## config.mk

```make
export PLATFORM = sky130hd
export DESIGN_NAME = rmt_cell
export DESIGN_NICKNAME = d
export VERILOG_FILES = /design/src/design/rmt_pkg.sv /design/src/design/rmt_cell.sv
export SDC_FILE = /design/constraint.sdc
export NUM_CORES = 1
export LEC_CHECK = 0
export ABC_AREA = 1
export ABC_CLOCK_PERIOD_IN_PS = 3300
export BUFFER_PORTS_ARGS = -buffer_cell sky130_fd_sc_hd__buf_2
export CAP_MARGIN = 0
export CORE_UTILIZATION = 45
export CTS_BUF_LIST = sky130_fd_sc_hd__clkbuf_4 sky130_fd_sc_hd__clkbuf_8
export DETAILED_ROUTE_END_ITERATION = 10
export PLACE_DENSITY = 0.77
export SLEW_MARGIN = 20
export SYNTH_ARGS = -nofsm -noshare
export SYNTH_HDL_FRONTEND = slang
export SYNTH_SLANG_ARGS = --single-unit
```

## constraint.sdc

```tcl
create_clock -name clk -period 3.3 [get_ports clk]
set_clock_uncertainty 0.05 [all_clocks]
set_input_delay 0.165 -clock clk [delete_from_list [all_inputs] [get_ports clk]]
set_output_delay 0.165 -clock clk [all_outputs]
set_load 0.1 [all_outputs]
```

## src/design/rmt_pkg.sv

```systemverilog
// ----------------------------------------------------------------------------
// rmt_pkg
// Shared constants and types of the running median tracker.
// ----------------------------------------------------------------------------
package rmt_pkg;

	localparam int RMT_CAPACITY    = 64;
	localparam int RMT_SAMPLE_BITS = 32;

	// fixed widths of the channel fields
	localparam int SAMPLE_W = 32;
	localparam int MEDIAN_W = 33;
	localparam int COUNT_W  = 7;

	// handed from one cell to the next one down the chain
	typedef struct packed {
		logic shift;
		logic occ;
	} rmt_link_t;

endpackage

```

## src/design/rmt_cell.sv

```systemverilog
// ----------------------------------------------------------------------------
// rmt_cell
// One slot of the sorted insertion chain: compares the new sample with its
// value and either keeps it, takes the neighbor's value or takes the sample.
// ----------------------------------------------------------------------------
module rmt_cell #(
	parameter int W = rmt_pkg::RMT_SAMPLE_BITS
) (
	input  logic                clk,
	input  logic                ins,
	input  logic signed [W-1:0] sample,
	input  logic                occ,
	input  rmt_pkg::rmt_link_t  up,
	input  logic signed [W-1:0] up_value,
	output rmt_pkg::rmt_link_t  down,
	output logic signed [W-1:0] value
);
	import rmt_pkg::*;

	logic signed [W-1:0] value_q;
	logic                shift;
	logic                load_new;

	// equal values stay ahead of the new sample
	assign shift    = occ && (value_q > sample);
	assign load_new = !up.shift && (shift || (!occ && up.occ));

	always_ff @(posedge clk) begin
		if (ins) begin
			if (up.shift) begin
				value_q <= up_value;
			end else if (load_new) begin
				value_q <= sample;
			end
		end
	end

	assign down.shift = shift;
	assign down.occ   = occ;
	assign value      = value_q;

endmodule

```

* After elaboration in Yosys (flattened, before gate mapping) *
Cells that the tools add are included.

storage, ports and cells
  register bits after elaboration = 32
  latch bits = 0
  bits in writable memories = 0
  bits in read-only memories = 0
  output and inout port bits = 34
  logic and storage cells = 12
  memories = 0

operators by class
  $add $sub $neg = 0
  multipliers = 0
  div/mod/pow operators = 0
  $lt $le $gt $ge = 1
  equal/unequal tests = 0
  shift-type cells = 0
  mux-type cells = 2
  bitwise gates (word level) = 0
  reduce and logical (&&, ||, !) cells = 8

operators by type and width
  kind                 count
  two-way mux 32 bit   2
  > comparator 32 bit  1
  logical AND 1 bit    3
  zero test 1 bit      2
  AND reduction 2 bit  1
  nonzero test 2 bit   1
  logical OR 1 bit     1

* Logic depth before layout (Yosys ltp) *
Gate-level depths: netlist of run 1.

  depth after elaboration = 6
  gate-level depth with buffers = 17
  mapped depth without buffers = 16

* Worst setup path before layout of run 1 *
No wires, ideal clock.

  kind = flip-flop to flip-flop
  from = reg value_q[19] (netlist: value[19])
  to = reg value_q[0] (netlist: value[0]), enable pin
  setup time = 0.400 ns
  data arrival time = 2.980 ns
  data required time = 2.850 ns
  slack = -0.130 ns
  stages on the path, launching flop included = 13
  path buffers = 0
  period minus slack after synthesis = 3.430 ns
  cells stage by stage = edfxtp_1 -> ha_1 -> nand2_1 -> inv_2 -> nand2_1 -> nand2_1 -> nand2_1 -> nand2_1 -> a21oi_1 -> nand2_1 -> nand2_1 -> nand3_2 -> a21oi_2

between the ends
  word-level cells in the longest chain between the ends = 6

RTL lines
  what                                  RTL line        text
  start: declaration                    rmt_cell.sv:20  logic signed [W-1:0] value_q;
  start signal: assignment              rmt_cell.sv:31  value_q <= up_value;
  start signal: assignment              rmt_cell.sv:33  value_q <= sample;
  > comparator 32 bit                   rmt_cell.sv:25  assign shift = occ && (value_q > sample);
  logical AND 1 bit                     rmt_cell.sv:25
  logical OR 1 bit                      rmt_cell.sv:26  assign load_new = !up.shift && (shift || (!occ && up.occ));
  logical AND 1 bit                     rmt_cell.sv:26
  nonzero test 2 bit (no source line)   --
  AND reduction 2 bit (no source line)  --

No other way between the ends.
A chain may end at the register's enable or synchronous reset.

==> results of run 1 <==
-- critical path, cell delays in order (launching register included) --
cell	delay (ps)
edfxtp_1	400
ha_1	330
nand2_1	110
inv_2	50
nand2_1	50
nand2_1	40
nand2_1	50
nand2_1	60
a21oi_1	200
nand2_1	80
nand2_1	70
nand3_2	90
inv_1	60
buf_2	420
-- cells in the final DEF, fill, tap and decap left out --
cell        n
buf_4       2
clkbuf_4    2
a21oi_4     1
nor2_1     11
edfxtp_1   32
mux2_2      1
a21o_1      1
a21oi_1    14
nand3_1     1
nor2_2      2
clkbuf_8    5
clkinv_1    2
nand2_1    68
o21ai_1     1
o21ai_0    32
buf_2     102
nor2_4      1
nand2_2     1
nand4_1     1
nand3_2     2
a41oi_1     1
o21a_1      1
inv_1      41
nand4_2     1
ha_1       32
inv_2       2
and2_4      1
-- final cells by class --
cell class / count / share of cell area, %
Tap cell: 67 / 2.90
Timing Repair Buffer: 104 / 18.2
Clock inverter: 1 / 0.130
Multi-Input combinational cell: 173 / 36.9
Sequential cell: 32 / 33.3
Inverter: 44 / 5.72
Clock buffer: 7 / 2.90
-- per-layer routing --
metal,global-route usage [%],vias to the layer above,part of all wire (%)
met3,3.47,9,5.3
met1,23.8,870,46
met4,8.28,0,1.8
li1,-,1050,-
met2,30.9,67,47
met5,0,-,0
-- metrics by stage --
stage,total power (W),util (%),hold slack [ps],instances
CTS,0.00129,60.8,105,428
global route,0.00135,60.8,124,428
finish,0.00128,60.8,112,428
detailed placement,0.000991,58.9,397,420
floorplan,0.000887,-,302,258
global placement,0.000983,58.9,394,420
-- logic make-up (layout without fill, tap and decap cells) --
family,after synthesis,after routing
muxes,1,1
DFF,32,32
buffers and inverters,53,156
AOI/OAI and AO/OA,51,51
and+or+nand+nor,89,89
adders and majority gates,32,32
-- how the worst max path moves through the flow --
| stage | start | endpoint | slack, ps | depth (start not counted) |
|---|---|---|---|---|
| finish | value[19] | down[1] | 770 | 13 |
| global route | value[5] | value[18] | 580 | 13 |
| CTS | value[19] | down[1] | 750 | 13 |
| detailed placement | value[19] | value[14] | 790 | 13 |
| global placement | value[19] | value[12] | 870 | 13 |
| floorplan | value[19] | value[0] | 240 | 12 |
-- report_power, final --
part	switching, W	internal (W)	total (W)
Combinational	0.000361	0.000113	0.000474
Clock	0.000136	0.000163	0.000300
Sequential	0.0000167	0.000489	0.000506
==> impl_metrics.env, run 1 <==
export IMPL_holdPathStages=3
export IMPL_drv_cap=0
export IMPL_slew_headroom_pct=65.4
export IMPL_port_buffers=102
export IMPL_syn_inst=258
export IMPL_mappedNetlistArea_um2=2230
export IMPL_status="finished clean"
export IMPL_setup_violations=0
export IMPL_cts_clk_slew_worst_paths_ps=60
export IMPL_whs_endpoint="value[16]"
export IMPL_synth_edf_count=32
export IMPL_post_synth_top_count_cell="nand2_1"
export IMPL_r2r_end="value[14]"
export IMPL_nNetsFinal=461
export IMPL_cp_data_arrival_time_ps=2310
export IMPL_vias=1996
export IMPL_synth_commonest_cells="nand2_1, inv_1, edfxtp_1, ha_1, o21ai_0"
export IMPL_clockRootBuffer="clkbuf_8"
export IMPL_synth_net_count=359
export IMPL_dp_hpwl_mm=3.75
export IMPL_ir_worst_vdd_uv=261
export IMPL_endpoint_kind="output pin"
export IMPL_num_antenna_cells=0
export IMPL_synth_compound_area_share_pct=12.0
export IMPL_totalWireLength_mm=4.66
export IMPL_routedWlPerCell_um=10.9
export IMPL_max_freq_mhz=396
export IMPL_cts_inserted_buffers=5
export IMPL_grt_pass1_wl_mm=7.48
export IMPL_holdCritPathClass="primary input to flip-flop"
export IMPL_multi_input_area_um2=1070
export IMPL_floorplan_die_area_um2=5230
export IMPL_drive_gt1_share_pct=34.1
export IMPL_ys_ff_latch=32
export IMPL_place_ws_ps=787
export IMPL_r2r_slack_ps=790
export IMPL_ys_flop_type="edfxtp_1"
export IMPL_detail_route_antenna_nets=0
export IMPL_antenna_found_initial=0
export IMPL_finalSetupTns_ps=0
export IMPL_cts_resized_gates=0
export IMPL_design_area_um2=2890
export IMPL_die_width_um=72.3
export IMPL_place_area_um2=2800
export IMPL_cts_tree="done"
export IMPL_worst_pin_slew_ps=519
export IMPL_worstPathMaxFanout=2
export IMPL_drc=0
export IMPL_fin_crit_ps=2530
export IMPL_seq_area_frac_synth_pct=43.2
export IMPL_async_flop_share_pct=0
export IMPL_yosys_area_share_simple_pct=17.0
export IMPL_clock_path_buffers=2
export IMPL_grt_usage_pct=18.7
export IMPL_p_per_area_nw_per_um2=443
export IMPL_r2r_start="value[19]"
export IMPL_seqCellArea_um2=961
export IMPL_dr_first_iter_drc_count=88
export IMPL_rows=25
export IMPL_r2r_cells=13
export IMPL_yosys_area_share_adder_pct=18.0
export IMPL_syn_avg_cell_area_um2=8.63
export IMPL_setup_ws_ps=775
export IMPL_area_delta_synth_final_pct=29.8
export IMPL_largest_reg_flops=32
export IMPL_htree_levels=2
export IMPL_cts_setup_buffers=0
export IMPL_die_h_um=72.3
export IMPL_yosys_warnings=0
export IMPL_startpoint_type="flip-flop"
export IMPL_synth_xor_xnor_area_share_pct=0
export IMPL_synth_top_area_share_pct=43.2
export IMPL_coreArea_um2=4750
export IMPL_ios=103
export IMPL_worstSetupPathType="flip-flop to output pin"
export IMPL_hold_viol=0
export IMPL_yosys_area_top_type="edfxtp_1"
export IMPL_grt_overflow=0
export IMPL_clk_insertion_delay_late_ps=280
export IMPL_nFillCells=474
export IMPL_start_util_pct=46.8
export IMPL_synth_cell_type_count=26
export IMPL_first_pass_iters=4
export IMPL_drv_slew=0
export IMPL_cts_hold_repair_buffers=0
export IMPL_grt_pass1_vias=1753
export IMPL_synth_mux_area_fraction_pct=0.506
export IMPL_finalCritPeriodShare_pct=76.5
export IMPL_worst_hold_startpoint="up_value[16]"
export IMPL_worstPathRequired_ps=3080
export IMPL_gp_congestion=0.738
export IMPL_rsz0062_at_grt="no"
export IMPL_grt_max_degree=64
export IMPL_cts_sinks=32
export IMPL_power_leakage_nw=1.53
export IMPL_synth_top_family_by_area="adder cells"
export IMPL_synth_area_leaders="edfxtp_1, ha_1, nand2_1, o21ai_0, inv_1"
export IMPL_via_per_inst=4.66
Note: power is estimated with default switching activity, not from simulation.
==> inputs of run 2 (changes only) <==
--- a/config.mk
+++ b/config.mk
@@ -6,13 +6,13 @@
 export NUM_CORES = 1
 export LEC_CHECK = 0
 export ABC_AREA = 1
-export ABC_CLOCK_PERIOD_IN_PS = 3300
+export ABC_CLOCK_PERIOD_IN_PS = 2000
 export BUFFER_PORTS_ARGS = -buffer_cell sky130_fd_sc_hd__buf_2
 export CAP_MARGIN = 0
-export CORE_UTILIZATION = 45
+export CORE_UTILIZATION = 44
 export CTS_BUF_LIST = sky130_fd_sc_hd__clkbuf_4 sky130_fd_sc_hd__clkbuf_8
 export DETAILED_ROUTE_END_ITERATION = 10
-export PLACE_DENSITY = 0.77
+export PLACE_DENSITY = 0.79
 export SLEW_MARGIN = 20
 export SYNTH_ARGS = -nofsm -noshare
 export SYNTH_HDL_FRONTEND = slang
==> constraint.sdc (replaced) <==
create_clock -name clk -period 2 [get_ports clk]
set_clock_uncertainty 0.05 [all_clocks]
set_input_delay 0.1 -clock clk [delete_from_list [all_inputs] [get_ports clk]]
set_output_delay 0.1 -clock clk [all_outputs]
set_load 0.1 [all_outputs]
==> impl_metrics.env, run 2 (synthesis gave the netlist of run 1 again) <==
export IMPL_fin_crit_ps=2320
export IMPL_grt_pass1_vias=1940
export IMPL_max_freq_mhz=432
export IMPL_worstPathRequired_ps=1960
export IMPL_holdCritPathClass="primary input to flip-flop"
export IMPL_cts_sinks=32
export IMPL_nFillCells=383
export IMPL_largest_reg_flops=32
export IMPL_multi_input_area_um2=1310
export IMPL_floorplan_die_area_um2=5350
export IMPL_worst_pin_slew_ps=506
export IMPL_status="finished with violations"
export IMPL_clockRootBuffer="clkbuf_8"
export IMPL_port_buffers=102
export IMPL_startpoint="value[21]"
export IMPL_violations="negative setup slack"
export IMPL_gp_congestion=0.806
export IMPL_cts_tree="done"
export IMPL_setup_violations=33
export IMPL_drv_slew=0
export IMPL_dr_first_iter_drc_count=67
export IMPL_cts_inserted_buffers=5
export IMPL_worstSetupPathType="flip-flop to flip-flop"
export IMPL_hold_viol=0
export IMPL_routedWlPerCell_um=12.1
export IMPL_grt_usage_pct=19.4
export IMPL_ir_worst_vdd_uv=437
export IMPL_drc=0
export IMPL_finalCritPeriodShare_pct=116
export IMPL_die_h_um=73.1
export IMPL_cp_data_arrival_time_ps=2270
export IMPL_final_cell_mix="buf_2, nand2_1, inv_1"
export IMPL_dp_hpwl_mm=3.95
export IMPL_r2r_cells=11
export IMPL_htree_levels=2
export IMPL_area_delta_synth_final_pct=54.2
export IMPL_first_pass_iters=4
export IMPL_r2r_start="value[21]"
export IMPL_crit_end="value[11]"
export IMPL_grt_overflow=0
export IMPL_via_per_inst=4.65
export IMPL_place_ws_ps=-299
export IMPL_worst_hold_startpoint="up_value[14]"
export IMPL_clk_insertion_delay_late_ps=280
export IMPL_rows=25
export IMPL_seqCellArea_um2=961
export IMPL_p_per_area_nw_per_um2=675
export IMPL_clock_path_buffers=2
export IMPL_worstPathMaxFanout=5
export IMPL_drv_cap=0
export IMPL_endpoint_kind="flip-flop"
export IMPL_final_common_cell="buf_2"
export IMPL_r2r_slack_ps=-320
export IMPL_setup_ws_ps=-317
export IMPL_nNetsFinal=488
export IMPL_grt_pass1_wl_mm=7.89
export IMPL_finalSetupTns_ps=-9570
export IMPL_die_width_um=73.1
export IMPL_vias=2115
export IMPL_num_antenna_cells=0
export IMPL_coreArea_um2=4790
export IMPL_final_util_pct=71.7
export IMPL_drive_gt1_share_pct=45.9
export IMPL_start_util_pct=46.5
export IMPL_detail_route_antenna_nets=0
export IMPL_r2r_end="value[11]"
export IMPL_totalWireLength_mm=5.49
export IMPL_antenna_found_initial=0
export IMPL_slew_headroom_pct=66.5
export IMPL_dp_cells=434
export IMPL_power_leakage_nw=1.71
export IMPL_instances_no_fill=455
export IMPL_startpoint_type="flip-flop"
export IMPL_rsz0062_at_grt="yes"
export IMPL_ios=103
export IMPL_grt_max_degree=38
export IMPL_cts_clk_slew_worst_paths_ps=60
[run 2: cell type report]
type                            instances  share of cell area (%)
Clock inverter                          1                   0.109
Multi-Input combinational cell        173                    38.2
Timing Repair Buffer                  131                    24.0
Clock buffer                            7                    2.44
Inverter                               44                    4.81
Sequential cell                        32                    28.0
Tap cell                               67                    2.44
[run 2: metal layers]
| metal | share of wire (%) | track usage (%) | wire length [um] |
|---|---|---|---|
| met5 | 0 | 0 | 0 |
| met1 | 43 | 23.0 | 2350 |
| met2 | 50 | 35.3 | 2750 |
| met3 | 5.5 | 3.45 | 301 |
| met4 | 1.4 | 6.54 | 78 |
[run 2: what timing repair did]
action	CTS	global route
hold buffers	0	0
gates cloned	1	1
setup endpoints to repair	33	33
gates resized for setup	17	23
hold endpoints to repair	0	0
setup buffers	9	2
pin swaps	15	16
[run 2: worst min-delay path by stage]
stage	slack (ps)	depth (start not counted)	endpoint
2_1_floorplan	240	2	value[30]
3_3_place_gp	330	3	value[15]
3_5_place_dp	330	3	value[14]
4_1_cts	40	3	value[14]
5_1_grt	50	3	value[30]
6_report	40	3	value[14]
[run 2: critical path, stage by stage, from the launching register on]
cell and delay, ps:
edfxtp_1 390, ha_1 330, a21oi_2 140, o21a_1 120, nand2_1 70, a21oi_2 170, nand2_1 80, nand2_2 80
nand3_4 90, a21oi_4 210, buf_6 150, clkbuf_16 140
[run 2: power by group]
part / total [W] / leakage (nW) / internal, W / switching (W)
combinational: 0.000975 / 1.35 / 0.000317 / 0.000658
sequential: 0.000842 / 0.310 / 0.000807 / 0.0000346
clock: 0.000499 / 0.0467 / 0.000269 / 0.000230
[run 2: stage by stage]
step	hold slack [ps]	power (W)	cell area [um^2]
final	44.7	0.00232	3430
after global routing	48.8	0.00243	3430
after CTS	37.9	0.00225	3220
after detailed placement	332	0.00168	2930
after global placement	328	0.00166	2930
after floorplan	237	0.00147	2250
